[config.mk]
export PLATFORM = sky130hd
export DESIGN_NAME = die_temperature_derate_limiter_unit_flat
export DESIGN_NICKNAME = d
export VERILOG_FILES = /design/src/rtl/core/dtdl_pkg.sv /design/src/rtl/core/dtdl_if.sv /design/src/rtl/core/die_temperature_derate_limiter_unit.sv /design/src/rtl/core/dtdl_lane.sv /design/src/rtl/core/dtdl_merge.sv /design/src/flat_wrapper.sv
export SDC_FILE = /design/constraint.sdc
export NUM_CORES = 2
export LEC_CHECK = 0
export ABC_AREA = 1
export BUFFER_PORTS_ARGS = -buffer_cell sky130_fd_sc_hd__buf_2
export CORE_ASPECT_RATIO = 1.25
export CORE_UTILIZATION = 65
export CTS_BUF_LIST = sky130_fd_sc_hd__clkbuf_16
export CTS_CLUSTER_SIZE = 20
export DETAILED_ROUTE_END_ITERATION = 6
export HOLD_SLACK_MARGIN = 0.03
export PLACE_DENSITY = 0.86
export SLEW_MARGIN = 20
export SYNTH_ARGS = -nofsm -noshare
export SYNTH_HDL_FRONTEND = slang
export SYNTH_SLANG_ARGS = --single-unit
[constraint.sdc]
create_clock -name clk -period 9.59 [get_ports clk]
set_clock_uncertainty 0.1 [all_clocks]
set_input_delay 0 -clock clk [delete_from_list [all_inputs] [get_ports clk]]
set_output_delay 0 -clock clk [all_outputs]
set_load 0.01 [all_outputs]
[src/rtl/core/dtdl_pkg.sv]
// Package for the die temperature derate limiter: types, state encodings,
// register indexes and fixed constants. No dependencies.
`default_nettype none

package dtdl_pkg;

  localparam int ADDR_W      = 4;
  localparam int LANE_STEPS  = 17;
  localparam int MERGE_STEPS = 16;

  typedef logic signed [16:0] temp_t;

  localparam temp_t       TEMP_MIN    = 17'h10000;
  localparam temp_t       TEMP_MAX    = 17'h0FFFF;
  localparam temp_t       NO_DIE_TEMP = -17'sd960;
  localparam logic [16:0] FULL_DERATE = 17'h10000;

  localparam logic [15:0] RTH_RESET   = 16'd3277;
  localparam logic [26:0] LAG_RESET   = 27'd1000000;
  localparam temp_t       LIMIT_RESET = 17'sd2400;
  localparam logic [15:0] BAND_RESET  = 16'd160;

  typedef enum logic [1:0] {
    REG_RTH,
    REG_LAG,
    REG_LIMIT,
    REG_BAND
  } reg_idx_t;

  typedef enum logic [2:0] {
    L_IDLE,
    L_RISE,
    L_TARGET,
    L_DIFF,
    L_SCALE,
    L_DIV,
    L_APPLY
  } lane_state_t;

  typedef enum logic [2:0] {
    M_IDLE,
    M_HOT,
    M_PREP,
    M_DIV,
    M_FIN,
    M_HOLD
  } merge_state_t;

  typedef enum logic [1:0] {
    T_IDLE,
    T_LANES,
    T_MERGE
  } top_state_t;

  typedef struct packed {
    logic  busy;
    logic  known;
    temp_t temp;
  } lane_out_t;

  typedef struct packed {
    logic        hold;
    logic        tripped;
    logic [16:0] derate;
  } merge_out_t;

endpackage

`default_nettype wire

[src/rtl/core/dtdl_if.sv]
// Handshake interfaces for the sample and result channels of the limiter.
// Plain valid/ready channels; no dependencies.
`default_nettype none

interface dtdl_sample_if;
  logic               valid;
  logic               ready;
  logic        [15:0] loss_a;
  logic signed [16:0] base_a;
  logic               valid_a;
  logic        [15:0] loss_b;
  logic signed [16:0] base_b;
  logic               valid_b;
  logic        [19:0] elapsed_us;

  modport source (
    output valid, loss_a, base_a, valid_a, loss_b, base_b, valid_b, elapsed_us,
    input  ready
  );
  modport sink (
    input  valid, loss_a, base_a, valid_a, loss_b, base_b, valid_b, elapsed_us,
    output ready
  );
endinterface

interface dtdl_result_if;
  logic               valid;
  logic               ready;
  logic        [16:0] derate;
  logic signed [16:0] junction_a;
  logic               known_a_out;
  logic signed [16:0] junction_b;
  logic               known_b_out;
  logic               tripped_out;

  modport source (
    output valid, derate, junction_a, known_a_out, junction_b, known_b_out, tripped_out,
    input  ready
  );
  modport sink (
    input  valid, derate, junction_a, known_a_out, junction_b, known_b_out, tripped_out,
    output ready
  );
endinterface

`default_nettype wire

[src/rtl/core/die_temperature_derate_limiter_unit.sv]
// Top level of the die temperature derate limiter: configuration registers,
// channel control and output register. Depends on dtdl_pkg, dtdl_if,
// dtdl_lane and dtdl_merge.
//
// Usage:
//   Each transfer on sample_ch is one tick carrying loss and base temperature
//   of two dies and the elapsed time. Each tick gives exactly one transfer on
//   result_ch with the derate, both junction estimates, known flags and the
//   trip state. Registers must be written over the APB port (byte address 4*i)
//   only while no tick is in flight; the block itself does not enforce this.
//   Timing: two die lanes run side by side, each with a 17-step divide of the
//   lag step; then the merge stage runs a 16-step divide of the derate ramp.
//   sample_ch is ready again in the cycle after the result is loaded into the
//   output register, so a new tick is only taken once the last one has reached
//   the output register.
//   Reset: synchronous rst clears the estimates, known flags, trip latch and
//   the output valid flag and restores the register defaults.
//   Stall: the finished result waits in the output register; the next tick is
//   taken and worked on meanwhile, and its result waits in the merge stage
//   until the output register is free.
`default_nettype none

module die_temperature_derate_limiter_unit (
  input  wire                          clk,
  input  wire                          rst,
  input  wire                          psel,
  input  wire                          penable,
  input  wire                          pwrite,
  input  wire [dtdl_pkg::ADDR_W-1:0]   paddr,
  input  wire [31:0]                   pwdata,
  output logic [31:0]                  prdata,
  output logic                         pready,
  dtdl_sample_if.sink                  sample_ch,
  dtdl_result_if.source                result_ch
);

  // configuration registers
  logic [15:0]       rth_q;
  logic [26:0]       lag_q;
  dtdl_pkg::temp_t   limit_q;
  logic [15:0]       band_q;
  dtdl_pkg::reg_idx_t reg_idx;
  logic              cfg_wr;

  dtdl_pkg::top_state_t state, state_next;

  dtdl_pkg::lane_out_t  lane_a_st, lane_b_st;
  dtdl_pkg::merge_out_t merge_st;

  logic accept;
  logic merge_start;
  logic take;

  // output register
  logic              out_valid_q;
  logic [16:0]       out_derate_q;
  dtdl_pkg::temp_t   out_ja_q;
  logic              out_ka_q;
  dtdl_pkg::temp_t   out_jb_q;
  logic              out_kb_q;
  logic              out_trip_q;

  assign reg_idx = dtdl_pkg::reg_idx_t'(paddr[3:2]);
  assign cfg_wr  = psel && penable && pwrite;
  assign pready  = 1'b1;

  always_ff @(posedge clk) begin
    if (rst) begin
      rth_q   <= dtdl_pkg::RTH_RESET;
      lag_q   <= dtdl_pkg::LAG_RESET;
      limit_q <= dtdl_pkg::LIMIT_RESET;
      band_q  <= dtdl_pkg::BAND_RESET;
    end else if (cfg_wr) begin
      unique case (reg_idx)
        dtdl_pkg::REG_RTH:   rth_q   <= pwdata[15:0];
        dtdl_pkg::REG_LAG:   lag_q   <= pwdata[26:0];
        dtdl_pkg::REG_LIMIT: limit_q <= pwdata[16:0];
        dtdl_pkg::REG_BAND:  band_q  <= pwdata[15:0];
        default: ;
      endcase
    end
  end

  always_comb begin
    unique case (reg_idx)
      dtdl_pkg::REG_RTH:   prdata = {16'b0, rth_q};
      dtdl_pkg::REG_LAG:   prdata = {5'b0, lag_q};
      dtdl_pkg::REG_LIMIT: prdata = {{15{limit_q[16]}}, limit_q};
      dtdl_pkg::REG_BAND:  prdata = {16'b0, band_q};
      default:             prdata = '0;
    endcase
  end

  // sequence: lanes, then merge, then hand over to the output register
  assign sample_ch.ready = (state == dtdl_pkg::T_IDLE);
  assign accept          = sample_ch.valid && sample_ch.ready;
  assign merge_start     = (state == dtdl_pkg::T_LANES) && !lane_a_st.busy && !lane_b_st.busy;
  assign take            = (state == dtdl_pkg::T_MERGE) && merge_st.hold
                           && (!out_valid_q || result_ch.ready);

  always_comb begin
    state_next = state;
    unique case (state)
      dtdl_pkg::T_IDLE:  if (accept) state_next = dtdl_pkg::T_LANES;
      dtdl_pkg::T_LANES: if (merge_start) state_next = dtdl_pkg::T_MERGE;
      dtdl_pkg::T_MERGE: if (take) state_next = dtdl_pkg::T_IDLE;
      default:           state_next = dtdl_pkg::T_IDLE;
    endcase
  end

  always_ff @(posedge clk) begin
    if (rst) begin
      state <= dtdl_pkg::T_IDLE;
    end else begin
      state <= state_next;
    end
  end

  dtdl_lane u_lane_a (
    .clk    (clk),
    .rst    (rst),
    .start  (accept),
    .loss   (sample_ch.loss_a),
    .base   (sample_ch.base_a),
    .valid  (sample_ch.valid_a),
    .dt     (sample_ch.elapsed_us),
    .rth    (rth_q),
    .lag    (lag_q),
    .status (lane_a_st)
  );

  dtdl_lane u_lane_b (
    .clk    (clk),
    .rst    (rst),
    .start  (accept),
    .loss   (sample_ch.loss_b),
    .base   (sample_ch.base_b),
    .valid  (sample_ch.valid_b),
    .dt     (sample_ch.elapsed_us),
    .rth    (rth_q),
    .lag    (lag_q),
    .status (lane_b_st)
  );

  dtdl_merge u_merge (
    .clk    (clk),
    .rst    (rst),
    .start  (merge_start),
    .take   (take),
    .lane_a (lane_a_st),
    .lane_b (lane_b_st),
    .limit  (limit_q),
    .band   (band_q),
    .result (merge_st)
  );

  // hold the result until the receiver takes it
  always_ff @(posedge clk) begin
    if (rst) begin
      out_valid_q <= 1'b0;
    end else if (take) begin
      out_valid_q <= 1'b1;
    end else if (result_ch.ready) begin
      out_valid_q <= 1'b0;
    end
  end

  always_ff @(posedge clk) begin
    if (take) begin
      out_derate_q <= merge_st.derate;
      out_ja_q     <= lane_a_st.temp;
      out_ka_q     <= lane_a_st.known;
      out_jb_q     <= lane_b_st.temp;
      out_kb_q     <= lane_b_st.known;
      out_trip_q   <= merge_st.tripped;
    end
  end

  assign result_ch.valid       = out_valid_q;
  assign result_ch.derate      = out_derate_q;
  assign result_ch.junction_a  = out_ja_q;
  assign result_ch.known_a_out = out_ka_q;
  assign result_ch.junction_b  = out_jb_q;
  assign result_ch.known_b_out = out_kb_q;
  assign result_ch.tripped_out = out_trip_q;

`ifndef SYNTHESIS
  a_accept_lanes_idle: assert property (@(posedge clk) disable iff (rst)
    accept |-> !lane_a_st.busy && !lane_b_st.busy)
    else $error("tick taken while a lane is busy");

  a_merge_lanes_idle: assert property (@(posedge clk) disable iff (rst)
    (state == dtdl_pkg::T_MERGE) |-> !lane_a_st.busy && !lane_b_st.busy)
    else $error("lane busy during merge");

  a_trip_full: assert property (@(posedge clk) disable iff (rst)
    (result_ch.valid && result_ch.tripped_out) |-> result_ch.derate == dtdl_pkg::FULL_DERATE)
    else $error("tripped result without full derate");

  a_trip_holds: assert property (@(posedge clk) disable iff (rst)
    merge_st.tripped |=> merge_st.tripped)
    else $error("trip latch cleared without reset");
`endif

endmodule

`default_nettype wire

[src/rtl/core/dtdl_lane.sv]
// One die lane: junction estimate with a first-order lag, using its own
// restoring divider for the scaled step. Depends on dtdl_pkg.
`default_nettype none

module dtdl_lane (
  input  wire                 clk,
  input  wire                 rst,
  input  wire                 start,
  input  wire          [15:0] loss,
  input  dtdl_pkg::temp_t     base,
  input  wire                 valid,
  input  wire          [19:0] dt,
  input  wire          [15:0] rth,
  input  wire          [26:0] lag,
  output dtdl_pkg::lane_out_t status
);

  dtdl_pkg::lane_state_t state, state_next;

  logic        [15:0] loss_q;
  dtdl_pkg::temp_t    base_q;
  logic               valid_q;
  logic        [19:0] dt_q;
  logic        [31:0] prod_q;
  dtdl_pkg::temp_t    tgt_q;
  logic        [16:0] mag_q;
  logic               neg_q;
  logic        [26:0] rem_q;
  logic        [16:0] quo_q;
  logic        [4:0]  cnt_q;
  dtdl_pkg::temp_t    temp_q;
  logic               known_q;

  logic        [26:0] tau;
  logic        [32:0] rise_sum;
  logic        [20:0] rise;
  logic signed [21:0] tsum;
  dtdl_pkg::temp_t    tgt_sat;
  logic signed [17:0] diff;
  logic        [17:0] mag_w;
  logic        [36:0] mprod;
  logic        [37:0] num;
  logic        [27:0] trial;
  logic               geq;
  logic signed [17:0] t_apply;
  logic               dt_full;

  assign tau      = (lag == 27'd0) ? 27'd1 : lag;
  assign rise_sum = {1'b0, prod_q} + 33'd2048;
  assign rise     = rise_sum[32:12];
  assign tsum     = 22'(base_q) + $signed({1'b0, rise});

  always_comb begin
    if (tsum < -22'sd65536) begin
      tgt_sat = dtdl_pkg::TEMP_MIN;
    end else if (tsum > 22'sd65535) begin
      tgt_sat = dtdl_pkg::TEMP_MAX;
    end else begin
      tgt_sat = tsum[16:0];
    end
  end

  assign diff    = 18'(tgt_q) - 18'(temp_q);
  assign mag_w   = diff[17] ? 18'(-diff) : 18'(diff);
  assign dt_full = {7'b0, dt_q} >= tau;
  assign mprod   = 37'(mag_q) * 37'(dt_q);
  assign num     = {1'b0, mprod} + {12'b0, tau[26:1]};
  assign trial   = {rem_q, quo_q[16]};
  assign geq     = trial >= {1'b0, tau};
  assign t_apply = neg_q ? 18'(temp_q) - $signed({1'b0, quo_q})
                         : 18'(temp_q) + $signed({1'b0, quo_q});

  always_comb begin
    state_next = state;
    unique case (state)
      dtdl_pkg::L_IDLE:   if (start) state_next = dtdl_pkg::L_RISE;
      dtdl_pkg::L_RISE: begin
        if (!valid_q || !known_q) state_next = dtdl_pkg::L_IDLE;
        else state_next = dtdl_pkg::L_TARGET;
      end
      dtdl_pkg::L_TARGET: state_next = dtdl_pkg::L_DIFF;
      dtdl_pkg::L_DIFF: begin
        if (dt_full) state_next = dtdl_pkg::L_IDLE;
        else state_next = dtdl_pkg::L_SCALE;
      end
      dtdl_pkg::L_SCALE:  state_next = dtdl_pkg::L_DIV;
      dtdl_pkg::L_DIV: begin
        if (cnt_q == 5'(dtdl_pkg::LANE_STEPS - 1)) state_next = dtdl_pkg::L_APPLY;
      end
      dtdl_pkg::L_APPLY:  state_next = dtdl_pkg::L_IDLE;
      default:            state_next = dtdl_pkg::L_IDLE;
    endcase
  end

  always_ff @(posedge clk) begin
    if (rst) begin
      state   <= dtdl_pkg::L_IDLE;
      temp_q  <= '0;
      known_q <= 1'b0;
    end else begin
      state <= state_next;
      case (state)
        dtdl_pkg::L_RISE: begin
          // first usable reading snaps to the base temperature
          if (valid_q && !known_q) begin
            temp_q  <= base_q;
            known_q <= 1'b1;
          end
        end
        dtdl_pkg::L_DIFF:  if (dt_full) temp_q <= tgt_q;
        dtdl_pkg::L_APPLY: temp_q <= t_apply[16:0];
        default: ;
      endcase
    end
  end

  always_ff @(posedge clk) begin
    if (state == dtdl_pkg::L_IDLE && start) begin
      loss_q  <= loss;
      base_q  <= base;
      valid_q <= valid;
      dt_q    <= dt;
    end
    case (state)
      dtdl_pkg::L_RISE:   prod_q <= 32'(loss_q) * 32'(rth);
      dtdl_pkg::L_TARGET: tgt_q  <= tgt_sat;
      dtdl_pkg::L_DIFF: begin
        mag_q <= mag_w[16:0];
        neg_q <= diff[17];
      end
      dtdl_pkg::L_SCALE: begin
        rem_q <= 27'(num[37:17]);
        quo_q <= num[16:0];
        cnt_q <= '0;
      end
      dtdl_pkg::L_DIV: begin
        rem_q <= geq ? 27'(trial - {1'b0, tau}) : trial[26:0];
        quo_q <= {quo_q[15:0], geq};
        cnt_q <= cnt_q + 5'd1;
      end
      default: ;
    endcase
  end

  assign status.busy  = (state != dtdl_pkg::L_IDLE);
  assign status.known = known_q;
  assign status.temp  = temp_q;

endmodule

`default_nettype wire

[src/rtl/core/dtdl_merge.sv]
// Merging stage: picks the hotter known die, computes the derate ramp with a
// restoring divider and holds the trip latch. Depends on dtdl_pkg.
`default_nettype none

module dtdl_merge (
  input  wire                  clk,
  input  wire                  rst,
  input  wire                  start,
  input  wire                  take,
  input  dtdl_pkg::lane_out_t  lane_a,
  input  dtdl_pkg::lane_out_t  lane_b,
  input  dtdl_pkg::temp_t      limit,
  input  wire           [15:0] band,
  output dtdl_pkg::merge_out_t result
);

  dtdl_pkg::merge_state_t state, state_next;

  dtdl_pkg::temp_t    hot_q;
  logic        [16:0] derate_q;
  logic        [15:0] rem_q;
  logic        [15:0] quo_q;
  logic        [3:0]  cnt_q;
  logic               trip_q;

  dtdl_pkg::temp_t    ta, tb, hot_w;
  logic signed [18:0] band_s;
  logic signed [18:0] n_w;
  logic               n_full;
  logic               n_zero;
  logic        [31:0] dvd;
  logic        [16:0] trial;
  logic               geq;

  assign ta = lane_a.known ? lane_a.temp : dtdl_pkg::NO_DIE_TEMP;
  assign tb = lane_b.known ? lane_b.temp : dtdl_pkg::NO_DIE_TEMP;

  always_comb begin
    hot_w = (ta > tb) ? ta : tb;
    if (hot_w < dtdl_pkg::NO_DIE_TEMP) hot_w = dtdl_pkg::NO_DIE_TEMP;
  end

  assign band_s = $signed({3'b0, band});
  assign n_w    = 19'(hot_q) - 19'(limit) + band_s;
  assign n_full = (n_w >= band_s);
  assign n_zero = (n_w <= 19'sd0);
  assign dvd    = {n_w[15:0], 16'b0} + {17'b0, band[15:1]};
  assign trial  = {rem_q, quo_q[15]};
  assign geq    = trial >= {1'b0, band};

  always_comb begin
    state_next = state;
    unique case (state)
      dtdl_pkg::M_IDLE: if (start) state_next = dtdl_pkg::M_HOT;
      dtdl_pkg::M_HOT:  state_next = dtdl_pkg::M_PREP;
      dtdl_pkg::M_PREP: begin
        if (n_full || n_zero) state_next = dtdl_pkg::M_HOLD;
        else state_next = dtdl_pkg::M_DIV;
      end
      dtdl_pkg::M_DIV: begin
        if (cnt_q == 4'(dtdl_pkg::MERGE_STEPS - 1)) state_next = dtdl_pkg::M_FIN;
      end
      dtdl_pkg::M_FIN:  state_next = dtdl_pkg::M_HOLD;
      dtdl_pkg::M_HOLD: if (take) state_next = dtdl_pkg::M_IDLE;
      default:          state_next = dtdl_pkg::M_IDLE;
    endcase
  end

  always_ff @(posedge clk) begin
    if (rst) begin
      state  <= dtdl_pkg::M_IDLE;
      trip_q <= 1'b0;
    end else begin
      state <= state_next;
      if (state == dtdl_pkg::M_PREP && n_full) trip_q <= 1'b1;
    end
  end

  always_ff @(posedge clk) begin
    case (state)
      dtdl_pkg::M_HOT: hot_q <= hot_w;
      dtdl_pkg::M_PREP: begin
        derate_q <= n_full ? dtdl_pkg::FULL_DERATE : 17'd0;
        rem_q    <= dvd[31:16];
        quo_q    <= dvd[15:0];
        cnt_q    <= '0;
      end
      dtdl_pkg::M_DIV: begin
        rem_q <= geq ? 16'(trial - {1'b0, band}) : trial[15:0];
        quo_q <= {quo_q[14:0], geq};
        cnt_q <= cnt_q + 4'd1;
      end
      dtdl_pkg::M_FIN: derate_q <= {1'b0, quo_q};
      default: ;
    endcase
  end

  assign result.hold    = (state == dtdl_pkg::M_HOLD);
  assign result.tripped = trip_q;
  assign result.derate  = trip_q ? dtdl_pkg::FULL_DERATE : derate_q;

endmodule

`default_nettype wire
[src/flat_wrapper.sv]
// flat-port wrapper written by rule: the top's interface ports become plain ports
module die_temperature_derate_limiter_unit_flat 
  (clk, rst, psel, penable, pwrite, paddr, pwdata, prdata, pready, sample_ch_valid, sample_ch_loss_a, sample_ch_base_a, sample_ch_valid_a, sample_ch_loss_b, sample_ch_base_b, sample_ch_valid_b, sample_ch_elapsed_us, sample_ch_ready, result_ch_valid, result_ch_derate, result_ch_junction_a, result_ch_known_a_out, result_ch_junction_b, result_ch_known_b_out, result_ch_tripped_out, result_ch_ready);
  dtdl_sample_if sample_ch_i ();
  dtdl_result_if result_ch_i ();
  input  wire clk;
  input  wire rst;
  input  wire psel;
  input  wire penable;
  input  wire pwrite;
  input  wire [dtdl_pkg::ADDR_W-1:0] paddr;
  input  wire [31:0] pwdata;
  output logic [31:0] prdata;
  output logic pready;
  input wire logic [$bits(sample_ch_i.valid)-1:0] sample_ch_valid;
  input wire logic [$bits(sample_ch_i.loss_a)-1:0] sample_ch_loss_a;
  input wire logic [$bits(sample_ch_i.base_a)-1:0] sample_ch_base_a;
  input wire logic [$bits(sample_ch_i.valid_a)-1:0] sample_ch_valid_a;
  input wire logic [$bits(sample_ch_i.loss_b)-1:0] sample_ch_loss_b;
  input wire logic [$bits(sample_ch_i.base_b)-1:0] sample_ch_base_b;
  input wire logic [$bits(sample_ch_i.valid_b)-1:0] sample_ch_valid_b;
  input wire logic [$bits(sample_ch_i.elapsed_us)-1:0] sample_ch_elapsed_us;
  output wire logic [$bits(sample_ch_i.ready)-1:0] sample_ch_ready;
  output wire logic [$bits(result_ch_i.valid)-1:0] result_ch_valid;
  output wire logic [$bits(result_ch_i.derate)-1:0] result_ch_derate;
  output wire logic [$bits(result_ch_i.junction_a)-1:0] result_ch_junction_a;
  output wire logic [$bits(result_ch_i.known_a_out)-1:0] result_ch_known_a_out;
  output wire logic [$bits(result_ch_i.junction_b)-1:0] result_ch_junction_b;
  output wire logic [$bits(result_ch_i.known_b_out)-1:0] result_ch_known_b_out;
  output wire logic [$bits(result_ch_i.tripped_out)-1:0] result_ch_tripped_out;
  input wire logic [$bits(result_ch_i.ready)-1:0] result_ch_ready;
  assign sample_ch_i.valid = sample_ch_valid;
  assign sample_ch_i.loss_a = sample_ch_loss_a;
  assign sample_ch_i.base_a = sample_ch_base_a;
  assign sample_ch_i.valid_a = sample_ch_valid_a;
  assign sample_ch_i.loss_b = sample_ch_loss_b;
  assign sample_ch_i.base_b = sample_ch_base_b;
  assign sample_ch_i.valid_b = sample_ch_valid_b;
  assign sample_ch_i.elapsed_us = sample_ch_elapsed_us;
  assign sample_ch_ready = sample_ch_i.ready;
  assign result_ch_valid = result_ch_i.valid;
  assign result_ch_derate = result_ch_i.derate;
  assign result_ch_junction_a = result_ch_i.junction_a;
  assign result_ch_known_a_out = result_ch_i.known_a_out;
  assign result_ch_junction_b = result_ch_i.junction_b;
  assign result_ch_known_b_out = result_ch_i.known_b_out;
  assign result_ch_tripped_out = result_ch_i.tripped_out;
  assign result_ch_i.ready = result_ch_ready;
  die_temperature_derate_limiter_unit u_core (.clk(clk), .rst(rst), .psel(psel), .penable(penable), .pwrite(pwrite), .paddr(paddr), .pwdata(pwdata), .prdata(prdata), .pready(pready), .sample_ch(sample_ch_i), .result_ch(result_ch_i));
endmodule
=== Yosys cells after proc, flatten, opt, wreduce, memory -nomap -nowiden ===
Cells that the tools add are included.

* $add $sub $neg: 23
* $mul: 4
* $lt $le $gt $ge: 13
* Eq/ne operators: 39
* Mux-type cells: 51
* Reduce and logical (&&, ||, !) cells: 50

{| class="wikitable"
|+ Operator list
! operator !! count
|-
| $mux 17 || 14
|-
| $pmux 32 s4 || 1
|-
| $pmux 27 s2 || 2
|-
| $pmux 17 s2 || 3
|-
| $pmux 17 s3 || 2
|-
| $mux 27 || 3
|-
| $add 37x26->38 || 2
|-
| $mul 17x20->37 || 2
|-
| $add 32x12->33 const B || 2
|-
| $mul 16x16->32 || 2
|-
| $pmux 16 s2 || 2
|-
| $ge 28x27->1 || 2
|-
| $ge 20x27->1 || 2
|-
| $pmux 3 s6 || 3
|-
| $sub 17x17->18 || 3
|-
| $sub 27x27->27 || 2
|-
| $add 17x22->22 || 2
|-
| $gt 22x17->1 const B || 2
|-
| $lt 22x17->1 const B || 2
|-
| $add 17x17->17 || 2
|-
| $neg 17->17 || 2
|-
| $sub 17x17->17 || 2
|-
| $add 32x15->32 || 1
|-
| $logic_not 27->1 || 1
|-
| other kinds (34) || 119
|}

* Flip-flop bits (word level): 589
* Input bits: 131
* Word-level logic and storage cells: 227

=== Depth between registers and ports, before layout ===
* Depth after elaboration: 6
* Gate-level depth with buffers: 29

=== Modules after synthesis ===
From an unflattened synthesis, not the netlist that was laid out.

* Cell total of the unflattened synthesis: 11007
* Area, all modules: 82374.0 um^2

{| class="wikitable"
|+ By module, submodules not included
! module !! times used !! cells an instance !! area each (um^2) !! sequential area each (um^2)
|-
| dtdl_lane at u_core.u_lane_b || 1 || 4701 || 35056.1 || 5195.0
|-
| dtdl_lane at u_core.u_lane_a || 1 || 4685 || 34999.8 || 5195.0
|-
| dtdl_merge || 1 || 1005 || 7134.3 || 2182.1
|-
| die_temperature_derate_limiter_unit || 1 || 616 || 5183.7 || 3203.1
|}

=== Worst setup path before layout ===
Ideal clock, no wire load.

* Path kind: flip-flop to flip-flop
* Start: reg u_core.u_merge.state[1]
* End: reg u_core.u_merge.state[0]
* Data arrival time: 6556 ps
* Data required time: 9420 ps
* Path slack: 2864 ps
* Cell stages (with the launch flop): 10
* Buffers on the path: 0
* Cells stage by stage: dfxtp_1 -> inv_1 -> nand3_1 -> nor4_1 -> nor2_1 -> nor2_1 -> nand2_1 -> inv_1 -> o211ai_1 -> a21oi_1

* Word-level cells in the longest chain between the ends: 5

{| class="wikitable"
|+ Ends and longest elaborated chain
! what !! RTL line !! text
|-
| start, declared || dtdl_merge.sv:17 || <nowiki>dtdl_pkg::merge_state_t state, state_next;</nowiki>
|-
| start signal, assigned || dtdl_merge.sv:71 || <nowiki>state <= dtdl_pkg::M_IDLE;</nowiki>
|-
| start signal, assigned || dtdl_merge.sv:74 || <nowiki>state <= state_next;</nowiki>
|-
| $eq 3x3->1 || dtdl_merge.sv:98 || <nowiki>assign result.hold = (state == dtdl_pkg::M_HOLD);</nowiki>
|-
| $logic_and 1x1->1 || die_temperature_derate_limiter_unit.sv:98 || <nowiki>assign take = (state == dtdl_pkg::T_MERGE) && merge_st.hold</nowiki>
|-
| $logic_and 1x1->1 || die_temperature_derate_limiter_unit.sv:99 || <nowiki>&& (!out_valid_q || result_ch.ready);</nowiki>
|-
| via u_core.take || die_temperature_derate_limiter_unit.sv:52 || <nowiki>logic take;</nowiki>
|-
| $ne 2x2->1 (no line) || n/a ||
|-
| $reduce_and 3->1 (no line) || n/a ||
|}

The timed path passes the listed nets, and every way through them passes these cells.
A chain may end at the register's enable or synchronous reset.

=== Worst setup path in the final report ===
* Start: reg u_core.u_lane_a.mag_q[4]
* End: reg u_core.u_lane_a.rem_q[16], data pin

* Word-level cells in the longest chain between the ends: 3

{| class="wikitable"
|+ Ends and longest elaborated chain
! what !! RTL line !! text
|-
| start, declared || dtdl_lane.sv:26 || <nowiki>logic [16:0] mag_q;</nowiki>
|-
| start signal, assigned || dtdl_lane.sv:128 || <nowiki>mag_q <= mag_w[16:0];</nowiki>
|-
| $mul 17x20->37 || dtdl_lane.sv:66 || <nowiki>assign mprod = 37'(mag_q) * 37'(dt_q);</nowiki>
|-
| $add 37x26->38 || dtdl_lane.sv:67 || <nowiki>assign num = {1'b0, mprod} + {12'b0, tau[26:1]};</nowiki>
|-
| $pmux 27 s2 || dtdl_lane.sv:124 || <nowiki>case (state)</nowiki>
|-
| end signal, assigned || dtdl_lane.sv:132 || <nowiki>rem_q <= 27'(num[37:17]);</nowiki>
|-
| end signal, assigned || dtdl_lane.sv:137 || <nowiki>rem_q <= geq ? 27'(trial - {1'b0, tau}) : trial[26:0];</nowiki>
|-
| end, declared || dtdl_lane.sv:28 || <nowiki>logic [26:0] rem_q;</nowiki>
|}

Every way passes these cells.

==> results by group <==
STA
  • RSZ-0062 raised after global routing: false
  • Final Max Slew Viols: 0
  • Slew headroom: 0.1991
  • Total negative slack: 0 ns
  • Final period util: 0.8075
  • Crit path time final: 7.744 ns
  • Slew @ Worst Pin: 1.201 ns
  • Fmax: 129.1 MHz
  • Final Hold Vio Count: 0
  • Worst setup margin: 1.846 ns
  • Setup-failing EPs final: 0

Setup path
  • WP data required: 9.89 ns
  • CP Max Fanout: 20
  • R2r setup slk: 1.85 ns
  • Startpoint Class: register
  • Crit path DAT: 8.04 ns
  • Reg2Reg Depth: 25
  • CP top delay family: adder cells
  • CP endpoint kind: register
  • Worst path depth: 25
  • Critical Path Max Stage Delay: 1.13 ns
  • Buf+Inv Stages, Crit Path: 5
  • Setup CP Type: reg2reg
  • Slowest cell on the critical path: edfxtp_1

Power
  • Leakage Power: 0.04449 uW
  • Final Power: 29340 uW
  • Power per cell area: 347.2 mW/mm^2
  • Max VDD drop: 0.4232 mV

Die
  • Initial Utilization: 0.6576
  • Area of the core: 0.1186 sq mm
  • Die width: 311.8 um
  • Die height: 389.2 um
  • Ports: 220
  • Row count: 141
  • DIE AREA: 0.1213 sq mm

Logic synthesis
  • Synthesized flop and latch total: 567
  • Post-Synthesis Cells: 9854
  • Number of synthesis warnings: 0
  • Post-synth EDFFs: 442
  • Register area share after synthesis: 0.2023
  • Ys flop type: edfxtp_1
  • Synth cell types: 65
  • Synth Net Count: 11.70k
  • Mean Syn Cell Area: 7.912 sq um
  • Synth async-reset ratio: 0
  • Synth Cell Area: 0.07796 sq mm

Clock tree
  • Post-cts resize count: 0
  • CTS root buf: clkbuf_16
  • Clock transition at path regs: 0.07 ns
  • CTS tree: done
  • # hold bufs at CTS: 217
  • Total CTS buffers: 68
  • Clk sink count: 567
  • H-tree level count: 3
  • Worst-case clock buffer depth: 3
  • Clock Latency Late Sink: 0.69 ns
  • Postcts setup bufs: 0

Placement
  • Dpl ws: 2.122 ns
  • Placer Congestion: 1.018
  • Hpwl dp: 180900 um
  • Placed Cells incl. Taps: 11.33k
  • PortBufs: 211

Cells and area
  • Final core occ: 0.7128
  • Syn-to-layout area delta: 8.395%
  • Nets@finish: 11.89k
  • Most frequent cells in the layout: nand2_1, inv_1, fa_1
  • Most common cell after layout, fill and taps aside: nand2_1
  • Fin cells: 11.67k
  • Share of layout cells above drive strength 1: 0.04567
  • Fillers: 8926

GRT
  • Largest net degree at the start of global routing: 71
  • First-pass GRT wire length: 384900 um
  • GRT overflow: 0
  • Vias in the first global route: 72.28k
  • Antenna violations before repair: 12
  • Global Route Usage Sum: 0.4111

Drt
  • Met3 WL: 25700 um
  • Detailed Route Iter0 Violations: 6441
  • WL met1: 82830 um
  • Vias/cell: 5.853
  • Top layer in use: met5
  • DRC: 0
  • Routed vias: 68.32k
  • Wirelength per Cell: 21.10 um
  • DRT Pass-1 Iters: 7
  • Final wirelength: 246200 um
  • Remaining antenna violation count: 0
  • Met2 WL post-DR: 115600 um

Run status
  • Status: completed

Run
  • MaxCap Viol Count: 0

Hold path
  • Hold Path Depth: 4
  • Hold Path Class: in2reg
[Yosys cell counts (8+ instances only)]
cell type | number | area, sq um
buf_2 | 18 | 90.09
nand2_1 | 2377 | 8922
nor4_1 | 31 | 193.9
nor3_2 | 8 | 80.08
a21oi_1 | 501 | 2507
o21ai_0 | 430 | 2152
nand3_1 | 246 | 1231
xnor2_1 | 113 | 989.7
clkbuf_1 | 345 | 1295
nand4_1 | 68 | 425.4
o21a_1 | 19 | 142.6
o2111ai_1 | 23 | 201.4
o21bai_1 | 31 | 232.7
nor3_1 | 65 | 325.3
a211oi_1 | 10 | 75.07
or2_2 | 16 | 100.1
edfxtp_1 | 442 | 13270
o211ai_1 | 61 | 457.9
ha_1 | 713 | 8921
fa_1 | 1003 | 20080
nand3b_1 | 18 | 135.1
inv_1 | 2288 | 8588
o21ai_1 | 15 | 75.07
a21o_1 | 37 | 277.8
xor2_1 | 185 | 1620
a221oi_1 | 11 | 96.34
nor2_1 | 520 | 1952
a21boi_0 | 9 | 67.56
dfxtp_1 | 125 | 2502
a31oi_1 | 26 | 162.7
[state kept, by name, summed over array words and instances (netlist names), 20 cells and up]
register and flops:
u_core.u_lane_b.dt_q 20, u_core.u_lane_b.rem_q 27, u_core.u_lane_a.prod_q 21, u_core.lag_q 27
u_core.u_lane_a.rem_q 27, u_core.u_lane_b.prod_q 21, u_core.u_lane_a.dt_q 20
[cell families after synthesis]
logic type / share of synthesized area
xor gates and xnor gates: 0.03369
DFF: 0.2023
AOI/OAI and AO/OA: 0.08753
adders and majority gates: 0.3720
buffers and inverters: 0.1297
other: 0.00004810
and+or+nand+nor: 0.1747
[final timing paths]
path | startpoint | to
setup / recovery | u_core.u_lane_a.mag_q[4] | u_core.u_lane_a.rem_q[16]
setup reg to reg | u_core.u_lane_a.mag_q[4] | u_core.u_lane_a.rem_q[16]
hold reg to reg | u_core.u_lane_a.temp_q[12] | u_core.result_ch.junction_a[12]
hold / removal | pwdata[19] | u_core.lag_q[19]
[per-layer routing]
layer / global-route usage / up-vias
met1: 0.4568 / 32270
met5: 0 / -
met3: 0.1008 / 1364
met4: 0.3072 / 8
li1: - / 30640
met2: 0.6837 / 4044
[worst register-to-register path, stage by stage, from the launching register on]
cell      delay [ns]
edfxtp_1        1.13
nand2_1         0.21
fa_1            0.55
inv_1           0.08
fa_1            0.55
inv_1           0.06
fa_1            0.49
inv_1           0.05
fa_1            0.55
fa_1            0.51
inv_1           0.06
fa_1            0.50
inv_1           0.07
ha_1            0.35
nand2_1         0.14
nor2_1          0.20
nand2_1         0.07
nor2_1          0.17
nand2_1         0.08
nand3_1         0.18
nand2_1         0.13
a21oi_1         0.25
a21oi_1         0.12
and2_1          0.16
o21ai_0         0.62
nand2_1         0.13
[cell type report]
| type | instances | area [sq um] | share of cell area |
|---|---|---|---|
| tap | 1573 | 1968 | 0.02329 |
| inverter | 2295 | 8616 | 0.1020 |
| antenna | 6 | 15.01 | 0.0001777 |
| clock inverter | 52 | 465.4 | 0.005508 |
| clock buffer | 71 | 1777 | 0.02102 |
| sequential | 567 | 15780 | 0.1867 |
| multi-input combinational | 6613 | 52150 | 0.6171 |
| timing repair buffer | 496 | 3739 | 0.04424 |
[metrics by stage]
stage | area [sq um] | hold slack (ns)
floorplan | 77960 | -0.001131
global placement | 80070 | 0.07589
detailed placement | 80070 | 0.07808
CTS | 84490 | 0.03289
global route | 84500 | 0.1034
finish | 84510 | 0.07641
[power by group]
group	leakage [uW]	internal, uW	switching (uW)
sequential	0.00506	3830	373
clock	0.00112	1520	1200
combinational	0.0383	8000	14400
No activity file was read; power rests on OpenSTA's default activity.
